===== src/rtl/core/ohsw_pkg.sv =====
// ----------------------------------------------------------------------------
// ohsw_pkg: shared types, constants and tables of the square wave synthesizer
// Holds the quarter-wave sine table, the harmonic reciprocals, the link
// between harmonic cells and the configuration register codes.
// ----------------------------------------------------------------------------
package ohsw_pkg;

	localparam int MAX_HARMONICS    = 15;
	localparam int SINE_TABLE_DEPTH = 256;
	localparam int PHASE_BITS       = 16;

	localparam int PHASE_W   = 16;
	localparam int CFG_W     = 16;
	localparam int CFG_IDX_W = 2;
	localparam int COUNT_W   = 4;
	localparam int OUT_W     = 18;
	localparam int FS_FRAC   = 12;

	localparam int HIDX_W     = (MAX_HARMONICS > 1) ? $clog2(MAX_HARMONICS) : 1;
	localparam int ROM_AW     = $clog2(SINE_TABLE_DEPTH);
	localparam int IDX_PROD_W = PHASE_BITS - 2 + ROM_AW;
	localparam int SINE_W     = 16;
	localparam int RECIP_W    = 17;
	localparam int TERM_W     = SINE_W + RECIP_W + 2;
	localparam int ACC_W      = 36;
	localparam int MAG_W      = ACC_W - 14;
	localparam int P1_W       = MAG_W + CFG_W;
	localparam int K_W        = 17;
	localparam int P2_W       = P1_W + K_W;
	localparam int Y_W        = P2_W - 31;

	localparam logic [K_W-1:0] FOUR_OVER_PI = 17'd83443;
	localparam int unsigned OUT_LIMIT = 2 ** (OUT_W - 1);
	localparam logic signed [OUT_W-1:0] OUT_MAX = OUT_W'(OUT_LIMIT - 1);
	localparam logic signed [OUT_W-1:0] OUT_MIN = OUT_W'(OUT_LIMIT);

	localparam int LATENCY = MAX_HARMONICS + 6;

	localparam logic [CFG_W-1:0]   AMPLITUDE_RST   = 16'd10240;
	localparam logic [CFG_W-1:0]   FREQ_SCALE_RST  = 16'd4096;
	localparam logic [COUNT_W-1:0] HARM_COUNT_RST  = 4'd15;

	localparam longint unsigned PI_Q30  = 64'd3373259426;
	localparam longint unsigned ROM_DIV = 4 * SINE_TABLE_DEPTH;

	typedef enum logic [CFG_IDX_W-1:0] {
		CFG_AMPLITUDE  = 2'd0,
		CFG_FREQ_SCALE = 2'd1,
		CFG_HARM_COUNT = 2'd2
	} cfg_reg_e;

	typedef logic [SINE_TABLE_DEPTH-1:0][SINE_W-1:0] rom_t;
	typedef logic [MAX_HARMONICS-1:0][RECIP_W-1:0]   recip_t;

	typedef struct packed {
		logic                     valid;
		logic [PHASE_BITS-1:0]    scaled;
		logic [PHASE_BITS-1:0]    hp;
		logic signed [ACC_W-1:0]  acc;
		logic signed [TERM_W-1:0] term;
	} link_t;

	function automatic logic [SINE_W-1:0] rom_entry(input int unsigned k);
		longint unsigned kk;
		longint unsigned x;
		longint unsigned x2;
		longint unsigned t;
		longint s;
		kk = 64'(k);
		x = (PI_Q30 * (2 * kk + 1)) / ROM_DIV;
		x2 = (x * x) >> 30;
		t = x;
		s = longint'(x);
		for (int i = 1; i <= 8; i++) begin
			t = (t * x2) >> 30;
			case (i)
				1: t = t / 6;
				2: t = t / 20;
				3: t = t / 42;
				4: t = t / 72;
				5: t = t / 110;
				6: t = t / 156;
				7: t = t / 210;
				default: t = t / 272;
			endcase
			if (i % 2 == 1) begin
				s = s - longint'(t);
			end else begin
				s = s + longint'(t);
			end
		end
		if (s < 0) begin
			s = 0;
		end
		return SINE_W'((longint'(unsigned'(s)) * 32767 + (64'd1 << 29)) >> 30);
	endfunction

	function automatic rom_t build_rom();
		rom_t r;
		for (int k = 0; k < SINE_TABLE_DEPTH; k++) begin
			r[k] = rom_entry(k);
		end
		return r;
	endfunction

	// Rounded reciprocal of n in Q.16, found by restoring long division.
	function automatic logic [RECIP_W-1:0] recip_of(input int unsigned n);
		longint unsigned num;
		longint unsigned rem;
		longint unsigned q;
		num = 64'd65536 + 64'(n >> 1);
		rem = 0;
		q = 0;
		for (int b = RECIP_W; b >= 0; b--) begin
			rem = (rem << 1) | ((num >> b) & 64'd1);
			q = q << 1;
			if (rem >= 64'(n)) begin
				rem = rem - 64'(n);
				q = q | 64'd1;
			end
		end
		return RECIP_W'(q);
	endfunction

	function automatic recip_t build_recip();
		recip_t r;
		for (int h = 0; h < MAX_HARMONICS; h++) begin
			r[h] = recip_of(2 * h + 1);
		end
		return r;
	endfunction

	localparam rom_t   SINE_ROM    = build_rom();
	localparam recip_t RECIP_TABLE = build_recip();

endpackage


===== src/rtl/core/ohsw_post.sv =====
// ----------------------------------------------------------------------------
// ohsw_post: final sum, rounding, amplitude scaling and saturation
// Closes the harmonic sum, rounds it to Q.16, scales it by the amplitude and
// by 4/pi, rounds to Q10.8 and saturates to the output range.
// ----------------------------------------------------------------------------
module ohsw_post (
	input  logic                                clk,
	input  logic                                arst_n,
	input  ohsw_pkg::link_t                     link_in,
	input  logic [ohsw_pkg::CFG_W-1:0]          amplitude,
	output logic                                done,
	output logic signed [ohsw_pkg::OUT_W-1:0]   sample_value
);

	localparam logic [ohsw_pkg::ACC_W:0] ACC_HALF = (ohsw_pkg::ACC_W + 1)'(1 << 14);
	localparam logic [ohsw_pkg::P2_W:0]  Y_HALF   = (ohsw_pkg::P2_W + 1)'(64'd1 << 31);

	logic                                 valid_s1;
	logic signed [ohsw_pkg::ACC_W-1:0]    acc_s1;
	logic                                 valid_s2;
	logic                                 neg_s2;
	logic [ohsw_pkg::MAG_W-1:0]           mag_s2;
	logic                                 valid_s3;
	logic                                 neg_s3;
	logic [ohsw_pkg::P1_W-1:0]            p1_s3;
	logic                                 valid_s4;
	logic                                 neg_s4;
	logic [ohsw_pkg::P2_W-1:0]            p2_s4;
	logic                                 done_q;
	logic signed [ohsw_pkg::OUT_W-1:0]    sample_q;

	logic [ohsw_pkg::ACC_W-1:0]           acc_abs;
	logic [ohsw_pkg::ACC_W:0]             acc_rnd;
	logic [ohsw_pkg::P2_W:0]              y_rnd;
	logic [ohsw_pkg::Y_W-1:0]             y_mag;
	logic signed [ohsw_pkg::OUT_W-1:0]    sample_d;

	always_comb begin
		acc_abs = acc_s1[ohsw_pkg::ACC_W-1] ? unsigned'(-acc_s1) : unsigned'(acc_s1);
		acc_rnd = {1'b0, acc_abs} + ACC_HALF;
		y_rnd = {1'b0, p2_s4} + Y_HALF;
		y_mag = y_rnd[ohsw_pkg::P2_W:32];
		if (!neg_s4) begin
			if (y_mag > ohsw_pkg::Y_W'(ohsw_pkg::OUT_LIMIT - 1)) begin
				sample_d = ohsw_pkg::OUT_MAX;
			end else begin
				sample_d = signed'(ohsw_pkg::OUT_W'(y_mag));
			end
		end else begin
			if (y_mag > ohsw_pkg::Y_W'(ohsw_pkg::OUT_LIMIT)) begin
				sample_d = ohsw_pkg::OUT_MIN;
			end else begin
				sample_d = -signed'(ohsw_pkg::OUT_W'(y_mag));
			end
		end
	end

	always_ff @(posedge clk or negedge arst_n) begin
		if (!arst_n) begin
			valid_s1 <= 1'b0;
			valid_s2 <= 1'b0;
			valid_s3 <= 1'b0;
			valid_s4 <= 1'b0;
			done_q <= 1'b0;
		end else begin
			valid_s1 <= link_in.valid;
			valid_s2 <= valid_s1;
			valid_s3 <= valid_s2;
			valid_s4 <= valid_s3;
			done_q <= valid_s4;
		end
	end

	always_ff @(posedge clk) begin
		acc_s1 <= link_in.acc + ohsw_pkg::ACC_W'(link_in.term);
		neg_s2 <= acc_s1[ohsw_pkg::ACC_W-1];
		mag_s2 <= acc_rnd[15 +: ohsw_pkg::MAG_W];
		neg_s3 <= neg_s2;
		p1_s3 <= ohsw_pkg::P1_W'(mag_s2) * ohsw_pkg::P1_W'(amplitude);
		neg_s4 <= neg_s3;
		p2_s4 <= ohsw_pkg::P2_W'(p1_s3) * ohsw_pkg::P2_W'(ohsw_pkg::FOUR_OVER_PI);
		sample_q <= sample_d;
	end

	assign done = done_q;
	assign sample_value = sample_q;

endmodule


===== config.mk =====
export PLATFORM = sky130hd
export DESIGN_NAME = ohsw_post
export DESIGN_NICKNAME = d
export VERILOG_FILES = /design/src/rtl/core/ohsw_pkg.sv /design/src/rtl/core/ohsw_post.sv
export SDC_FILE = /design/constraint.sdc
export NUM_CORES = 2
export LEC_CHECK = 0
export ABC_CLOCK_PERIOD_IN_PS = 7480
export BUFFER_PORTS_ARGS = -buffer_cell sky130_fd_sc_hd__buf_2
export CELL_PAD_IN_SITES_DETAIL_PLACEMENT = 2
export CELL_PAD_IN_SITES_GLOBAL_PLACEMENT = 2
export CORE_ASPECT_RATIO = 2
export CORE_MARGIN = 2
export CORE_UTILIZATION = 42
export DETAILED_ROUTE_END_ITERATION = 8
export PLACE_DENSITY_LB_ADDON = 0.1
export SYNTH_ARGS = -nofsm -noshare
export SYNTH_HDL_FRONTEND = slang
export SYNTH_SLANG_ARGS = --single-unit

===== constraint.sdc =====
create_clock -name clk -period 7.48 [get_ports clk]
set_input_delay 1.496 -clock clk [delete_from_list [all_inputs] [get_ports clk]]
set_output_delay 1.496 -clock clk [all_outputs]
set_load 0.01 [all_outputs]

==> impl_results.md <==
* Status: completed
* ANT nets after route at 0
* Post-synth EDFFs at 0
* Crit-path leading delay family: adder cells
* Largest family of logic cells by synthesized area: adder cells
* Worst Path Arrival at 7.71 ns
* Synth Area in Adders at 0.5435
* Commonest cells in the synthesized netlist: 742 x inv_1, 553 x fa_1, 370 x ha_1
* H-tree depth at 4
* Critical Path Most Common Cell: fa_1
* Clock period minus worst slack at 7.344 ns
* Mapped Nets at 4144
* Max cap viols at 0
* Yosys top cell area share at 0.3830
* RSZ-0062 raised after global routing: true
* Post-Synth XOR/XNOR Area at 0.04212
* Max incr delay on CP at 0.55 ns
* Gr ovfl total at 0
* Flop-to-flop setup slack at 0.36 ns
* TritonRoute pass-1 iters at 5
* Ys async rst share at 0.03425
* Mean post-synth cell area at 9.328 sq um
* Critical Path Sink: p1_s3[35]
* Synth warn at 0
* Initial antenna violation count at 0
* Chip height at 375.0 um
* Synth area leader: fa_1
* RD Place Congestion at 0.8234
* Share of post-route cells with drive strength above 1 at 0.1109
* First DRT Iteration DRCs at 610
* Hold Path Depth at 0
* Slew margin rel. at 0.4593
* Setup CP Type: in -> reg
* Routed via count at 21790
* Largest net degree at the start of global routing at 34
* Clock buffer count from CTS at 17
* Worst endpoint required time at 7.84 ns
* Area Overhead vs Synth at 12.25%
* Final hold vios at 0
* Row cnt at 136
* Overall routed net length at 91040 um
* CP startpoint kind: input port
* Max Slew Vio Count at 0
* Slowest CP cell: fa_1
* Final setup fails at 0
* Clock Skews at 0.01413 ns
* Mux share of post-synthesis cell area at 0.001385
* Layout Nets at 4350
* Sequential share of the synthesized area at 0.1020
* DP HPWL at 78640 um
* Synth Area in Simple Gates at 0.1264
* Placed cells at 4179
* Worst-path clk slew at 0.07 ns
* FF-to-FF path depth at 22
* Worst-Skew Late Latency at 0.48 ns
* GRT Overall Usage at 0.2673
* Global-route wire length before repair at 147000 um
* CTS sink count at 146
* Finished Layout Cells at 4215
* Largest cells by area after synthesis: fa_1 38%, ha_1 16%, dfxtp_1 9.8%
* Ports at 141
* ANT cells at 0
* CTS tree: done
* Yosys cell types at 78
* Root buffer selected by CTS: clkbuf_16
* Period utilization at 0.9818
* Core Area at 68410 sq um
* Drt drc at 0
* # fillers at 7431
* Yosys reg bits at 146
* Hold Path Class: reg -> reg
* Crit Path Max Fanout at 10
* Die area at 71070 sq um
* Gate Count Post-Synth at 3099
* Clock tree buffer depth at 2
* Reg2reg start: p1_s3[10]
* Prevailing post-synth register cell: dfxtp_1
* Buf/Inv on CP at 9
* Width of the die at 189.5 um
* Highest Clock Rate at 136.2 MHz
* Initial Util at 0.4226
* Drt wl/cell at 21.60 um
* Placed cell area at 31560 sq um
* Critical path endpoint category: register
* CP Launch Point: amplitude[5]
* Number of global-route vias before repair at 26590
* Netlist Area Pre-Place at 28910 sq um
* Post-route cell area at 32450 sq um
* Worst slew pin tran at 0.8100 ns
* Vias per cell at 5.171
* RR Endpoint: p2_s4[54]
* IO buf count at 108
* Most frequent cell after synthesis: inv_1
* WP depth at 26
* Compound-cell area share of the yosys netlist at 0.07674
[registers in the layout, indices dropped and copies added, names as in the netlist]
register      count
p1_s3            38
acc_s1           36
p2_s4            24
mag_s2           22
sample_value     18
done              1
neg_s2            1
neg_s3            1
neg_s4            1
valid_s1          1
valid_s2          1
valid_s3          1
valid_s4          1
[how the worst min path moves through the flow]
| stage | from | endpoint | slack [ns] |
|---|---|---|---|
| floorplan | neg_s2 | neg_s3 | 0.31 |
| global placement | neg_s2 | neg_s3 | 0.31 |
| detailed placement | neg_s2 | neg_s3 | 0.32 |
| CTS | neg_s2 | neg_s3 | 0.33 |
| global route | neg_s2 | neg_s3 | 0.35 |
| finish | neg_s2 | neg_s3 | 0.33 |
[metrics by stage]
step	TNS, ns	util	hold slack, ns	setup slack (ns)
2_1_floorplan	0	-	0.3096	0.002409
3_3_place_gp	-6.259	0.4614	0.3146	-0.5473
3_5_place_dp	-8.651	0.4614	0.3200	-0.7377
4_1_cts	0	0.4711	0.3346	0.001981
5_1_grt	-0.3338	0.4743	0.3477	-0.1466
6_report	0	0.4743	0.3320	0.1363
[cells in the final DEF, fill, tap and decap left out, types with 9 or more instances in the layout]
| master | count |
|---|---|
| nor2b_1 | 18 |
| a21oi_1 | 102 |
| nand4_1 | 25 |
| buf_12 | 12 |
| dfxtp_1 | 141 |
| nand3_1 | 29 |
| nand2_1 | 300 |
| fa_1 | 546 |
| nor3_1 | 32 |
| o21bai_1 | 17 |
| a211oi_1 | 12 |
| xor2_1 | 52 |
| buf_4 | 145 |
| clkbuf_16 | 17 |
| and2_1 | 146 |
| nor2_1 | 71 |
| inv_1 | 739 |
| and3_1 | 20 |
| o21a_1 | 9 |
| xnor2_1 | 86 |
| o21ai_0 | 47 |
| a21o_1 | 46 |
| buf_2 | 102 |
| nand2b_1 | 25 |
| ha_1 | 362 |
| or3_1 | 11 |
[routing by layer]
metal  wire length, um  vias to the layer above  GRT usage
li1                  -                     9993          -
met1             37120                    11430     0.3176
met2             50090                      268     0.5110
met3              1398                      102    0.01797
met4              2432                        0    0.07547
met5                 0                        -          0
[layout make-up]
| type | count | area (sq um) | share of cell area |
|---|---|---|---|
| multi-input cells | 2130 | 23080 | 0.7114 |
| inverters | 742 | 2785 | 0.08584 |
| clock buffers | 17 | 425.4 | 0.01311 |
| clock inverters | 15 | 156.4 | 0.004820 |
| flip-flops and latches | 146 | 2948 | 0.09085 |
| well taps | 897 | 1122 | 0.03459 |
| repair buffers | 268 | 1926 | 0.05935 |
[cells by family (layout without fill, tap and decap cells)]
kind of cell / Yosys count / count (layout)
adders and majority gates: 924 / 924
buffers and inverters: 823 / 1042
and+or+nand+nor: 729 / 729
AOI/OAI and AO/OA: 333 / 333
DFF: 146 / 146
xor gates and xnor gates: 139 / 139
muxes: 4 / 4
other: 1 / 1
[repair_timing]
item | CTS | global route
gates resized for setup | 16 | 43
hold buffers | 0 | 0
endpoints found under the hold margin | 0 | 0
buffers inserted | 1 | 4
endpoints found under the setup margin | 13 | 12
pin swaps | 7 | 27
Power is not shown: default switching activity piles up to over one toggle a cycle in this logic, so the estimate is an artifact.
