## src/rtl/core/ohsw_pkg.sv

```systemverilog
// ----------------------------------------------------------------------------
// ohsw_pkg: shared types, constants and tables of the square wave synthesizer
// Holds the quarter-wave sine table, the harmonic reciprocals, the link
// between harmonic cells and the configuration register codes.
// ----------------------------------------------------------------------------
package ohsw_pkg;

	localparam int MAX_HARMONICS    = 15;
	localparam int SINE_TABLE_DEPTH = 256;
	localparam int PHASE_BITS       = 16;

	localparam int PHASE_W   = 16;
	localparam int CFG_W     = 16;
	localparam int CFG_IDX_W = 2;
	localparam int COUNT_W   = 4;
	localparam int OUT_W     = 18;
	localparam int FS_FRAC   = 12;

	localparam int HIDX_W     = (MAX_HARMONICS > 1) ? $clog2(MAX_HARMONICS) : 1;
	localparam int ROM_AW     = $clog2(SINE_TABLE_DEPTH);
	localparam int IDX_PROD_W = PHASE_BITS - 2 + ROM_AW;
	localparam int SINE_W     = 16;
	localparam int RECIP_W    = 17;
	localparam int TERM_W     = SINE_W + RECIP_W + 2;
	localparam int ACC_W      = 36;
	localparam int MAG_W      = ACC_W - 14;
	localparam int P1_W       = MAG_W + CFG_W;
	localparam int K_W        = 17;
	localparam int P2_W       = P1_W + K_W;
	localparam int Y_W        = P2_W - 31;

	localparam logic [K_W-1:0] FOUR_OVER_PI = 17'd83443;
	localparam int unsigned OUT_LIMIT = 2 ** (OUT_W - 1);
	localparam logic signed [OUT_W-1:0] OUT_MAX = OUT_W'(OUT_LIMIT - 1);
	localparam logic signed [OUT_W-1:0] OUT_MIN = OUT_W'(OUT_LIMIT);

	localparam int LATENCY = MAX_HARMONICS + 6;

	localparam logic [CFG_W-1:0]   AMPLITUDE_RST   = 16'd10240;
	localparam logic [CFG_W-1:0]   FREQ_SCALE_RST  = 16'd4096;
	localparam logic [COUNT_W-1:0] HARM_COUNT_RST  = 4'd15;

	localparam longint unsigned PI_Q30  = 64'd3373259426;
	localparam longint unsigned ROM_DIV = 4 * SINE_TABLE_DEPTH;

	typedef enum logic [CFG_IDX_W-1:0] {
		CFG_AMPLITUDE  = 2'd0,
		CFG_FREQ_SCALE = 2'd1,
		CFG_HARM_COUNT = 2'd2
	} cfg_reg_e;

	typedef logic [SINE_TABLE_DEPTH-1:0][SINE_W-1:0] rom_t;
	typedef logic [MAX_HARMONICS-1:0][RECIP_W-1:0]   recip_t;

	typedef struct packed {
		logic                     valid;
		logic [PHASE_BITS-1:0]    scaled;
		logic [PHASE_BITS-1:0]    hp;
		logic signed [ACC_W-1:0]  acc;
		logic signed [TERM_W-1:0] term;
	} link_t;

	function automatic logic [SINE_W-1:0] rom_entry(input int unsigned k);
		longint unsigned kk;
		longint unsigned x;
		longint unsigned x2;
		longint unsigned t;
		longint s;
		kk = 64'(k);
		x = (PI_Q30 * (2 * kk + 1)) / ROM_DIV;
		x2 = (x * x) >> 30;
		t = x;
		s = longint'(x);
		for (int i = 1; i <= 8; i++) begin
			t = (t * x2) >> 30;
			case (i)
				1: t = t / 6;
				2: t = t / 20;
				3: t = t / 42;
				4: t = t / 72;
				5: t = t / 110;
				6: t = t / 156;
				7: t = t / 210;
				default: t = t / 272;
			endcase
			if (i % 2 == 1) begin
				s = s - longint'(t);
			end else begin
				s = s + longint'(t);
			end
		end
		if (s < 0) begin
			s = 0;
		end
		return SINE_W'((longint'(unsigned'(s)) * 32767 + (64'd1 << 29)) >> 30);
	endfunction

	function automatic rom_t build_rom();
		rom_t r;
		for (int k = 0; k < SINE_TABLE_DEPTH; k++) begin
			r[k] = rom_entry(k);
		end
		return r;
	endfunction

	// Rounded reciprocal of n in Q.16, found by restoring long division.
	function automatic logic [RECIP_W-1:0] recip_of(input int unsigned n);
		longint unsigned num;
		longint unsigned rem;
		longint unsigned q;
		num = 64'd65536 + 64'(n >> 1);
		rem = 0;
		q = 0;
		for (int b = RECIP_W; b >= 0; b--) begin
			rem = (rem << 1) | ((num >> b) & 64'd1);
			q = q << 1;
			if (rem >= 64'(n)) begin
				rem = rem - 64'(n);
				q = q | 64'd1;
			end
		end
		return RECIP_W'(q);
	endfunction

	function automatic recip_t build_recip();
		recip_t r;
		for (int h = 0; h < MAX_HARMONICS; h++) begin
			r[h] = recip_of(2 * h + 1);
		end
		return r;
	endfunction

	localparam rom_t   SINE_ROM    = build_rom();
	localparam recip_t RECIP_TABLE = build_recip();

endpackage

```

## src/rtl/core/ohsw_cell.sv

```systemverilog
// ----------------------------------------------------------------------------
// ohsw_cell: one odd-harmonic cell of the synthesis chain
// Looks up the sine of its harmonic phase, weights it by the harmonic
// reciprocal, folds the previous cell's term into the running sum and
// advances the harmonic phase for the next cell.
// ----------------------------------------------------------------------------
module ohsw_cell (
	input  logic                           clk,
	input  logic                           arst_n,
	input  logic [ohsw_pkg::HIDX_W-1:0]    harm_idx,
	input  logic [ohsw_pkg::COUNT_W-1:0]   harmonic_count,
	input  ohsw_pkg::link_t                link_in,
	output ohsw_pkg::link_t                link_out
);

	logic [1:0]                             quad;
	logic [ohsw_pkg::PHASE_BITS-3:0]        rem;
	logic [ohsw_pkg::IDX_PROD_W-1:0]        idx_prod;
	logic [ohsw_pkg::ROM_AW-1:0]            idx;
	logic [ohsw_pkg::ROM_AW-1:0]            rom_addr;
	logic [ohsw_pkg::SINE_W-1:0]            rom_data;
	logic signed [ohsw_pkg::SINE_W:0]       sine;
	logic signed [ohsw_pkg::RECIP_W:0]      recip;
	logic                                   active;
	ohsw_pkg::link_t                        link_d;
	ohsw_pkg::link_t                        link_q;

	always_comb begin
		quad = link_in.hp[ohsw_pkg::PHASE_BITS-1 -: 2];
		rem = link_in.hp[ohsw_pkg::PHASE_BITS-3:0];
		idx_prod = ohsw_pkg::IDX_PROD_W'(rem) *
			ohsw_pkg::IDX_PROD_W'(ohsw_pkg::SINE_TABLE_DEPTH);
		idx = idx_prod[ohsw_pkg::PHASE_BITS-2 +: ohsw_pkg::ROM_AW];
		rom_addr = quad[0] ?
			ohsw_pkg::ROM_AW'(ohsw_pkg::SINE_TABLE_DEPTH - 1) - idx : idx;
		rom_data = ohsw_pkg::SINE_ROM[rom_addr];
		sine = quad[1] ? -signed'({1'b0, rom_data}) : signed'({1'b0, rom_data});
		recip = signed'({1'b0, ohsw_pkg::RECIP_TABLE[harm_idx]});
		active = (8'(harm_idx) < 8'(harmonic_count));

		link_d.valid = link_in.valid;
		link_d.scaled = link_in.scaled;
		link_d.hp = link_in.hp + {link_in.scaled[ohsw_pkg::PHASE_BITS-2:0], 1'b0};
		link_d.acc = link_in.acc + ohsw_pkg::ACC_W'(link_in.term);
		link_d.term = active ?
			ohsw_pkg::TERM_W'(sine) * ohsw_pkg::TERM_W'(recip) : '0;
	end

	always_ff @(posedge clk or negedge arst_n) begin
		if (!arst_n) begin
			link_q <= '0;
		end else begin
			link_q <= link_d;
		end
	end

	assign link_out = link_q;

endmodule

```

## config.mk

```make
export PLATFORM = sky130hd
export DESIGN_NAME = ohsw_cell
export DESIGN_NICKNAME = d
export VERILOG_FILES = /design/src/rtl/core/ohsw_pkg.sv /design/src/rtl/core/ohsw_cell.sv
export SDC_FILE = /design/constraint.sdc
export NUM_CORES = 1
export LEC_CHECK = 0
export ABC_AREA = 1
export BUFFER_PORTS_ARGS = -buffer_cell sky130_fd_sc_hd__buf_2
export CAP_MARGIN = 20
export CELL_PAD_IN_SITES_DETAIL_PLACEMENT = 1
export CELL_PAD_IN_SITES_GLOBAL_PLACEMENT = 2
export CORE_AREA = 5 5 297 299
export CTS_CLUSTER_SIZE = 14
export DETAILED_ROUTE_END_ITERATION = 7
export DIE_AREA = 0 0 302 304
export GPL_TIMING_DRIVEN = 0
export PLACE_DENSITY_LB_ADDON = 0.2
export SLEW_MARGIN = 20
export SYNTH_ARGS = -nofsm -noshare
export SYNTH_HDL_FRONTEND = slang
export SYNTH_SLANG_ARGS = --single-unit
```

## constraint.sdc

```tcl
create_clock -name clk -period 0.8 [get_ports clk]
set_input_delay 0.04 -clock clk [delete_from_list [all_inputs] [get_ports clk]]
set_output_delay 0.04 -clock clk [all_outputs]
set_load 0.005 [all_outputs]
```

==> results by group, run 1 <==
Finish
  • Max reg flops: 104
  • Commonest non-fill, non-tap cells in the layout: nand2_1 (461), inv_1 (362), nor2_1 (295), nand3_1 (273), buf_4 (212)
  • Area grow syn2layout: 45.1%
  • Multi-input logic area: 17,600 sq um
  • Filler cells: 10,296
  • Share of cells above drive strength 1: 0.336
  • Final instance area: 28,200 sq um
  • Fin cells: 4,346
  • Flip-flop and latch area: 2600 sq um
  • Nets: 3,737
  • Commonest non-fill, non-tap cell in the layout: nand2_1

Die
  • Initial core utilization: 0.229
  • Area of the die: 91,800 sq um
  • FP Rows: 107
  • # IOs: 218
  • Core area: 84,900 sq um
  • Die H: 304 um
  • Width of the die: 302 um

Power
  • Worst ir drop on vdd: 6.59 mV
  • Internal power: 73.8 mW
  • Power Total: 157 mW
  • Sw frac: 0.531
  • Clk network pwr share: 0.031
  • Sequential power share: 0.047
  • Pwr/cell area: 5570 nW/um^2
  • Leakage power: 14.0 nW
  • Sw Pwr: 83.5 mW
  • Combinational share of power: 0.922

Critical path
  • Critical path data arrival time: 7790 ps
  • Worst-path fanout max: 10
  • Critical Path Slowest Stage Cell: fa_1
  • Startpoint Class: primary input
  • Crit Path Class: primary input to register
  • Slowest stage delay, CP: 570 ps
  • Most used cell, CP: nand2_1
  • CP Capture Type: register
  • CP Data Required Time: 1060 ps

Logic synthesis
  • Number of synthesized flops with an enable pin: 0
  • Synthesis-stage register bit count: 104
  • Mapped Cells: 2,708
  • Synth area leader: fa_1
  • YS warnings: 0
  • Sequential area share after synthesis: 0.134
  • Synth top area cells: fa_1 (22%), ha_1 (14%), dfrtp_1 (13%)
  • Post-synth top flop: dfrtp_1
  • Net Count, Synth: 3,248
  • Yosys cell types: 49
  • Syn_area_per_cell: 7.19 sq um
  • Mapped cell area: 19,500 sq um
  • Synth async-reset ratio: 1.00
  • Post-synth top area share: 0.216

Clock tree
  • CTS tree: yes
  • Clk slew on worst S/H paths: 70 ps
  • Root Driver: clkbuf_16
  • H-tree depth: 3
  • Total CTS buffers: 9
  • CTS max path bufs: 2
  • CTS sink cnt: 104

Routing
  • # DRC: 0
  • Vias after detailed routing: 20,930
  • Routed vias/inst: 4.82
  • WL final: 98,700 um
  • Routed wire length per instance: 22.7 um
  • Post-route ant nets: 0
  • First-pass DRT Iterations: 5
  • Initial detailed-routing violation count: 1,313

Timing
  • Endpoints failing hold: 84
  • PnR worst setup slack: -6740 ps
  • Final period util: 9.42
  • RSZ-0062 raised after global routing: yes
  • Max-slew headroom: 0.255
  • Fmax: 0.133 GHz
  • Min Hold Slack: -434 ps
  • Worst Max-Slew Pin Slew: 1120 ps
  • Setup TNS: -236,250 ps
  • Slew Viols, Final: 0
  • Final min period: 7540 ps
  • Final setup viols: 183

Min path
  • Hold Path Class: primary input to async pin

Placed design
  • HPWL after DPL: 76,400 um
  • Placed cell area: 23,000 sq um
  • Placed cell count: 4,072
  • Placer congestion estimate: 0.958
  • Port Buf Inserts: 217

GRT
  • Pin count of the biggest net entering global routing: 71
  • First-pass GRT wire length: 149,000 um
  • Initial antenna violation count: 2
  • Vias in the first global route: 23,263
  • GRT overflow: 0
  • GR Util All Layers: 0.213

Flow run
  • Max Cap Viol: 0

Status
  • Failing checks: negative hold slack, negative setup slack
  • Status: finished, violations left
[power groups by stage]
stage	registers [mW]	clock network, mW	logic, mW
2_1_floorplan	7.69	0	89.3
3_3_place_gp	7.39	0	108
3_5_place_dp	7.36	0	109
4_1_cts	7.38	5.17	137
5_1_grt	7.49	5.33	154
6_report	7.39	4.89	145
[what timing repair did]
item | CTS | global route
buffers inserted | 196 | 37
cloned | 4 | 0
hold buffers | 20 | 1
setup endpoints to repair | 176 | 183
hold endpoints to repair | 128 | 37
resized for setup | 549 | 116
pin swaps | 191 | 76
[per-stage QoR]
stage	setup slack [ps]	hold slack [ps]	util
after floorplan	-6120	-256	-
after global placement	-8800	151	0.270
after detailed placement	-8190	-32.7	0.271
after CTS	-6570	-446	0.323
after global routing	-7010	-437	0.332
final	-6740	-434	0.333
[final cells by class]
cell class,instances,area share
flip-flops and latches,104,0.0922
plain buffers,92,0.0307
multi-input cells,2080,0.624
clock buffers,10,0.00811
repair buffers,477,0.131
clock inverters,5,0.00288
inverters,433,0.0600
diodes,1,0.0000887
well taps,1144,0.0507
[per-layer routing]
| layer | vias up | global-route usage | routed length [um] |
|---|---|---|---|
| met5 | - | 0 | 0 |
| met4 | 0 | 0.0579 | 2670 |
| met3 | 110 | 0.0256 | 5740 |
| met2 | 673 | 0.350 | 45700 |
| met1 | 10602 | 0.295 | 44600 |
| li1 | 9545 | - | - |
[kinds of logic (layout without fill, tap and decap cells)]
| group | Yosys count | count (layout) | share of synthesized area |
|---|---|---|---|
| other | 0 | 1 | 0 |
| adder cells (fa/ha/maj) | 426 | 426 | 0.355 |
| AND/OR/NAND/NOR | 1299 | 1300 | 0.284 |
| buffers and inverters | 525 | 1017 | 0.110 |
| XOR/XNOR | 70 | 70 | 0.0340 |
| AO/OA/AOI/OAI | 284 | 284 | 0.0829 |
| flip-flops | 104 | 104 | 0.134 |
[path summary, 6_finish.rpt]
check	startpoint	to	slack (ps)
min in group clk	link_in[72]	link_out[72]	-120
worst max-delay path	link_in[85]	link_out[30]	-6740
max in group asynchronous	arst_n	link_out[99]	510
worst min-delay path	arst_n	link_out[70]	-430
[worst max-delay path: cells and delay by family]
| family | cells | cell delay, ps |
|---|---|---|
| and+or+nand+nor | 21 | 2170 |
| adders and majority gates | 7 | 3390 |
| buffers and inverters | 14 | 1380 |
| AOI/OAI and AO/OA | 5 | 750 |
[synth_stat cells (all sizes together) (11+ instances only)]
cell / n
fa: 210
nand3: 313
clkbuf: 26
a31oi: 17
nor2: 346
a21o: 11
dfrtp: 104
buf: 66
a21oi: 115
ha: 216
nand4: 15
inv: 431
o21bai: 12
xnor2: 27
xor2: 43
o21ai: 93
nand2: 604
(Power assumes the default switching activity.)
==> run 2, diff against run 1 <==
- HOLD_SLACK_MARGIN: default -> 0.1
- PLACE_DENSITY_LB_ADDON: 0.2 -> 0.1
==> run 2 against run 1 <==
  * The flow still finishes with violations (negative hold slack, negative setup slack)
  * Setup slack better by 120 ps
  * Final area is 2.3% higher
  * Utilization is 0.75 points higher
  * Total power is 2.6% higher
  * Combinational power is 3% higher
  * First-iteration DRC count is 13% lower
  * Clock power is 6.1% lower
  * Critical endpoint unchanged
  * Largest cell class unchanged
==> results by group, run 2 (synthesized netlist as in run 1, its figures left out) <==
Timing
  • RSZ-0062 raised after global routing: yes
  • Final setup viols: 184 (+0.55%)
  • PnR worst setup slack: -6610 ps (+124 ps)
  • Setup TNS: -238,980 ps (-2730 ps)
  • Final min period: 7410 ps (-124 ps)
  • Final period util: 9.27 (-0.156)
  • Slew Viols, Final: 0 (unchanged)
  • Fmax: 0.135 GHz (+1.7%)
  • Min Hold Slack: -444 ps (-9.54 ps)
  • Endpoints failing hold: 105 (+25%)
  • Max-slew headroom: 0.272 (+0.0167)
  • Worst Max-Slew Pin Slew: 1090 ps (-25.1 ps)

Placed design
  • Placer congestion estimate: 0.959 (+0.15%)
  • HPWL after DPL: 78,200 um (+2.3%)
  • Port Buf Inserts: 217 (unchanged)

Clock tree
  • H-tree depth: 3 (unchanged)
  • CTS sink cnt: 104 (unchanged)
  • CTS tree: yes
  • Total CTS buffers: 9 (unchanged)
  • CTS max path bufs: 2 (unchanged)
  • Root Driver: clkbuf_16
  • Clk slew on worst S/H paths: 80 ps (about the same)

Critical path
  • Crit Path Class: primary input to register
  • Critical path data arrival time: 7690 ps (-100 ps)
  • Startpoint Class: primary input
  • Worst-path fanout max: 8 (-2)
  • Critical Path Slowest Stage Cell: fa_1
  • CP Capture Type: register
  • Most used cell, CP: inv_2
  • Slowest stage delay, CP: 540 ps (-30 ps)
  • CP Data Required Time: 1070 ps (about the same)

Finish
  • Commonest non-fill, non-tap cell in the layout: nand2_1
  • Area grow syn2layout: 48.3%
  • Share of cells above drive strength 1: 0.359 (+0.0227)
  • Antenna cells: 0 (-1)
  • Commonest non-fill, non-tap cells in the layout: nand2_1 (455), inv_1 (348), nor2_1 (290), nand3_1 (261), buf_4 (197)
  • Max reg flops: 104 (unchanged)
  • Finished Core Util: 0.340 (+0.00749)
  • Nets: 3,759 (+0.59%)
  • Filler cells: 10,228 (-0.66%)

Power
  • Clk network pwr share: 0.028 (-0.003)
  • Sequential power share: 0.046 (about the same)
  • Worst ir drop on vdd: 5.58 mV (-15%)
  • Sw Pwr: 85.2 mW (+2.0%)
  • Sw frac: 0.528 (-0.00264)
  • Power Total: 161 mW (+2.6%)
  • Internal power: 76.1 mW (+3.1%)
  • Combinational share of power: 0.926 (+0.004)
  • Pwr/cell area: 5590 nW/um^2 (+0.29%)
  • Leakage power: 14.2 nW (+1.5%)

GRT
  • GR Util All Layers: 0.216 (+0.00321)
  • Initial antenna violation count: 0 (-2)
  • First-pass GRT wire length: 151,000 um (+1.1%)
  • Vias in the first global route: 23,185 (-0.34%)
  • GRT overflow: 0 (unchanged)
  • Pin count of the biggest net entering global routing: 70 (-1.4%)

Routing
  • Initial detailed-routing violation count: 1,140 (-13%)
  • Post-route ant nets: 0 (unchanged)
  • Routed wire length per instance: 23.0 um (+1.1%)
  • Vias after detailed routing: 20,894 (-0.17%)
  • Routed vias/inst: 4.78 (-0.67%)
  • # DRC: 0 (unchanged)
  • WL final: 100,000 um (+1.6%)
  • First-pass DRT Iterations: 5 (unchanged)

Status
  • Failing checks: negative hold slack, negative setup slack
  • Status: finished, violations left

Die
  • Die H: 304 um (unchanged)
  • Core area: 84,900 sq um (unchanged)
  • FP Rows: 107 (unchanged)
  • Initial core utilization: 0.229 (unchanged)
  • # IOs: 218 (unchanged)
  • Area of the die: 91,800 sq um (unchanged)
  • Width of the die: 302 um (unchanged)

Flow run
  • Max Cap Viol: 0 (unchanged)

Min path
  • Hold Path Class: primary input to async pin
==> run 2: repair_timing <==
item / in CTS / in global routing
cloned: 3 / 0
endpoints found under the hold margin: 170 / 141
hold buffers: 21 / 6
buffers inserted: 172 / 88
endpoints found under the setup margin: 176 / 184
pin swaps: 158 / 187
resized for setup: 523 / 275
==> run 2: cell type report <==
cell class | count | area, sq um | area share
Buffer | 92 | 900 | 0.0312
Clock inverter | 7 | 67.6 | 0.00234
Timing Repair Buffer | 500 | 3980 | 0.138
Inverter | 433 | 1690 | 0.0584
Tap cell | 1144 | 1430 | 0.0496
Clock buffer | 9 | 225 | 0.00780
Sequential cell | 104 | 2600 | 0.0902
Multi-Input combinational cell | 2079 | 18000 | 0.623
==> run 2: power by group through the flow <==
stage / registers [mW] / logic [mW] / clock network [mW]
6_report: 7.42 / 149 / 4.59
5_1_grt: 7.49 / 158 / 5.04
4_1_cts: 7.38 / 126 / 4.89
3_5_place_dp: 7.38 / 110 / 0
3_3_place_gp: 7.38 / 108 / 0
2_1_floorplan: 7.69 / 89.3 / 0
==> run 2: critical path: cells and delay by family <==
family / cells / cell delay (ps)
AOI/OAI and AO/OA: 5 / 730
adders and majority gates: 8 / 3670
and+or+nand+nor: 22 / 1840
buffers and inverters: 15 / 1370
==> run 2: final timing paths <==
path	slack, ps	endpoint	from
worst max-delay path	-6610	link_out[30]	link_in[85]
worst min-delay path	-440	link_out[66]	arst_n
max in group asynchronous	510	link_out[2]	arst_n
min in group clk	-130	link_out[72]	link_in[72]
==> run 2: stage by stage <==
| stage | std cells | worst slack, ps | cell area, sq um |
|---|---|---|---|
| after detailed placement | 4072 | -8290 | 23000 |
| final | 4368 | -6610 | 28900 |
| after floorplan | 2708 | -6120 | 20400 |
| after global placement | 4069 | -8630 | 22900 |
| after CTS | 4284 | -6510 | 27000 |
| after global routing | 4368 | -6890 | 28900 |
==> run 2: routing by layer <==
layer / share of wire / GRT usage / vias up / wire [um]
met5: 0 / 0 / - / 0
met4: 0.027 / 0.0503 / 0 / 2670
met3: 0.058 / 0.0390 / 134 / 5790
met2: 0.47 / 0.356 / 580 / 46700
met1: 0.45 / 0.294 / 10592 / 45100
li1: - / - / 9588 / -
==> run 3, diff against run 2 <==
- CORE_AREA: 5 5 297 299 -> 2 2 230 232
- DIE_AREA: 0 0 302 304 -> 0 0 232 234
- clock period: 0.8 -> 9.5 ns (I/O delays scaled with it)
==> run 3 against run 2 <==
  * Die area down 41%
  * Non-clock buffer count down 258
  * Worst hold slack better by 650 ps
  * Clock-buffer cell count unchanged
  * Setup slack better by 7100 ps
  * Via count down 4.0%
  * Utilization up 8.8 points
  * The flow now finishes without violations
  * Sequential cell count unchanged
  * Sequential share of layout area up 2.7 points
  * Final cell count down 16%
  * Final area down 23%
==> results by group, run 3 (synthesized netlist as in run 1, its figures left out) <==
Clock tree
  • CTS tree: yes
  • Clk slew on worst S/H paths: 80 ps (about the same)
  • H-tree depth: 3 (unchanged)
  • Total CTS buffers: 9 (unchanged)
  • CTS sink cnt: 104 (unchanged)
  • CTS max path bufs: 2 (unchanged)
  • Root Driver: clkbuf_16

Timing
  • Slew Viols, Final: 0 (unchanged)
  • Worst Max-Slew Pin Slew: 1130 ps (+35.7 ps)
  • Min Hold Slack: 206 ps (+649 ps)
  • Final setup viols: 0 (-100%)
  • Endpoints failing hold: 0 (-100%)
  • Fmax: 0.111 GHz
  • Final min period: 8990 ps
  • Max-slew headroom: 0.248 (-0.0238)
  • Final period util: 0.946

Die
  • # IOs: 218 (unchanged)
  • FP Rows: 84 (-21%)
  • Core area: 52,000 sq um (-39%)
  • Area of the die: 54,300 sq um (-41%)
  • Initial core utilization: 0.374 (+0.145)
  • Width of the die: 232 um (-23%)
  • Die H: 234 um (-23%)

GRT
  • GRT overflow: 0 (unchanged)
  • Initial antenna violation count: 2 (+2)
  • GR Util All Layers: 0.325 (+0.109)
  • Vias in the first global route: 21,305 (-8.1%)
  • First-pass GRT wire length: 132,000 um (-12%)
  • Pin count of the biggest net entering global routing: 59 (-16%)

Finish
  • Commonest non-fill, non-tap cell in the layout: nand2_1
  • Multi-input logic area: 15,000 sq um (-17%)
  • Nets: 3,501 (-6.9%)
  • Max reg flops: 104 (unchanged)
  • Flip-flop and latch area: 2600 sq um (unchanged)
  • Share of cells above drive strength 1: 0.146 (-0.213)
  • Commonest non-fill, non-tap cells in the layout: nand2_1 (563), inv_1 (422), nor2_1 (329), nand3_1 (299), buf_2 (247)
  • Area grow syn2layout: 14.5%
  • Filler cells: 6,687 (-35%)

Critical path
  • Startpoint Class: primary input
  • Worst Setup SP: link_in[85]
  • Worst-path fanout max: 10 (+2)
  • Critical Path Slowest Stage Cell: fa_1
  • Slowest stage delay, CP: 560 ps (+20 ps)
  • CP Data Required Time: 9770 ps (+8700 ps)
  • Critical path data arrival time: 9260 ps (+1570 ps)
  • Crit Path Class: primary input to register
  • Setup crit end: link_out[30]
  • Most used cell, CP: nand2_1
  • CP Capture Type: register

Placed design
  • Port Buf Inserts: 217 (unchanged)
  • Placer congestion estimate: 0.979 (+2.0%)
  • HPWL after DPL: 71,600 um (-8.4%)

Routing
  • Initial detailed-routing violation count: 1,448 (+27%)
  • First-pass DRT Iterations: 5 (unchanged)
  • Routed wire length per instance: 23.8 um (+3.7%)
  • Routed vias/inst: 5.49 (+15%)
  • Vias after detailed routing: 20,055 (-4.0%)
  • # DRC: 0 (unchanged)
  • WL final: 87,100 um (-13%)
  • Post-route ant nets: 0 (unchanged)

Min path
  • Hold Path Class: primary input to register

Status
  • Status: finished, final reports clean

Flow run
  • Max Cap Viol: 0 (unchanged)
[run 3: changes by cell type in the layout (fill, tap and decap cells not counted), moves of 63 or more]
cell / delta
buf_4: -157
nand2_1: +108
buf_6: -105
inv_1: +74
ha_1: +68
buf_2: +63
[run 3: cell type report]
cell class,count,area share
clock buffer,9,0.0101
inverter,433,0.0732
sequential,104,0.117
multi-input combinational,2079,0.672
buffer,92,0.0259
tap,688,0.0386
antenna,2,0.000225
timing repair buffer,242,0.0588
clock inverter,7,0.00455
[run 3: what timing repair did]
action,in CTS,in global routing
hold buffers,1,0
hold endpoints to repair,46,0
setup buffers,2,19
pin swaps,2,7
endpoints found under the setup margin,24,17
gates resized for setup,23,65
[run 3: metal layers]
metal	wire length [um]	up-vias	GRT usage
met3	6490	162	0.0514
li1	-	9058	-
met2	39300	806	0.520
met4	3080	2	0.116
met5	8	-	0
met1	38200	10027	0.446
[run 3: how the worst min path moves through the flow]
stage	from	to	slack (ps)	cells after the start
final	link_in[103]	link_out[103]	210	1
after global routing	link_in[103]	link_out[103]	200	1
after CTS	link_in[103]	link_out[103]	190	1
after detailed placement	arst_n	link_out[21]	450	1
after global placement	link_in[71]	link_out[71]	580	1
after floorplan	arst_n	link_out[0]	180	0
[run 3: per-stage QoR]
step	utilization	worst slack, ps	std cells	setup TNS [ps]	cell area [sq um]
3_3_place_gp	0.411	-1640	3613	-27390	21400
4_1_cts	0.421	38.1	3635	0	21900
6_report	0.428	511	3656	0	22300
5_1_grt	0.428	-4.31	3655	-4.31	22300
2_1_floorplan	-	1010	2708	0	19500
3_5_place_dp	0.413	-1750	3616	-28020	21500
[run 3: critical path: cells and delay by family]
family,cells,cell delay [ps]
AND/OR/NAND/NOR,15,1430
buffers and inverters,13,2040
XOR/XNOR,1,470
adder cells (fa/ha/maj),8,3700
AO/OA/AOI/OAI,6,1150
Power of run 3 is not shown: default switching activity piles up to over one toggle a cycle in this logic, so the estimate is an artifact.
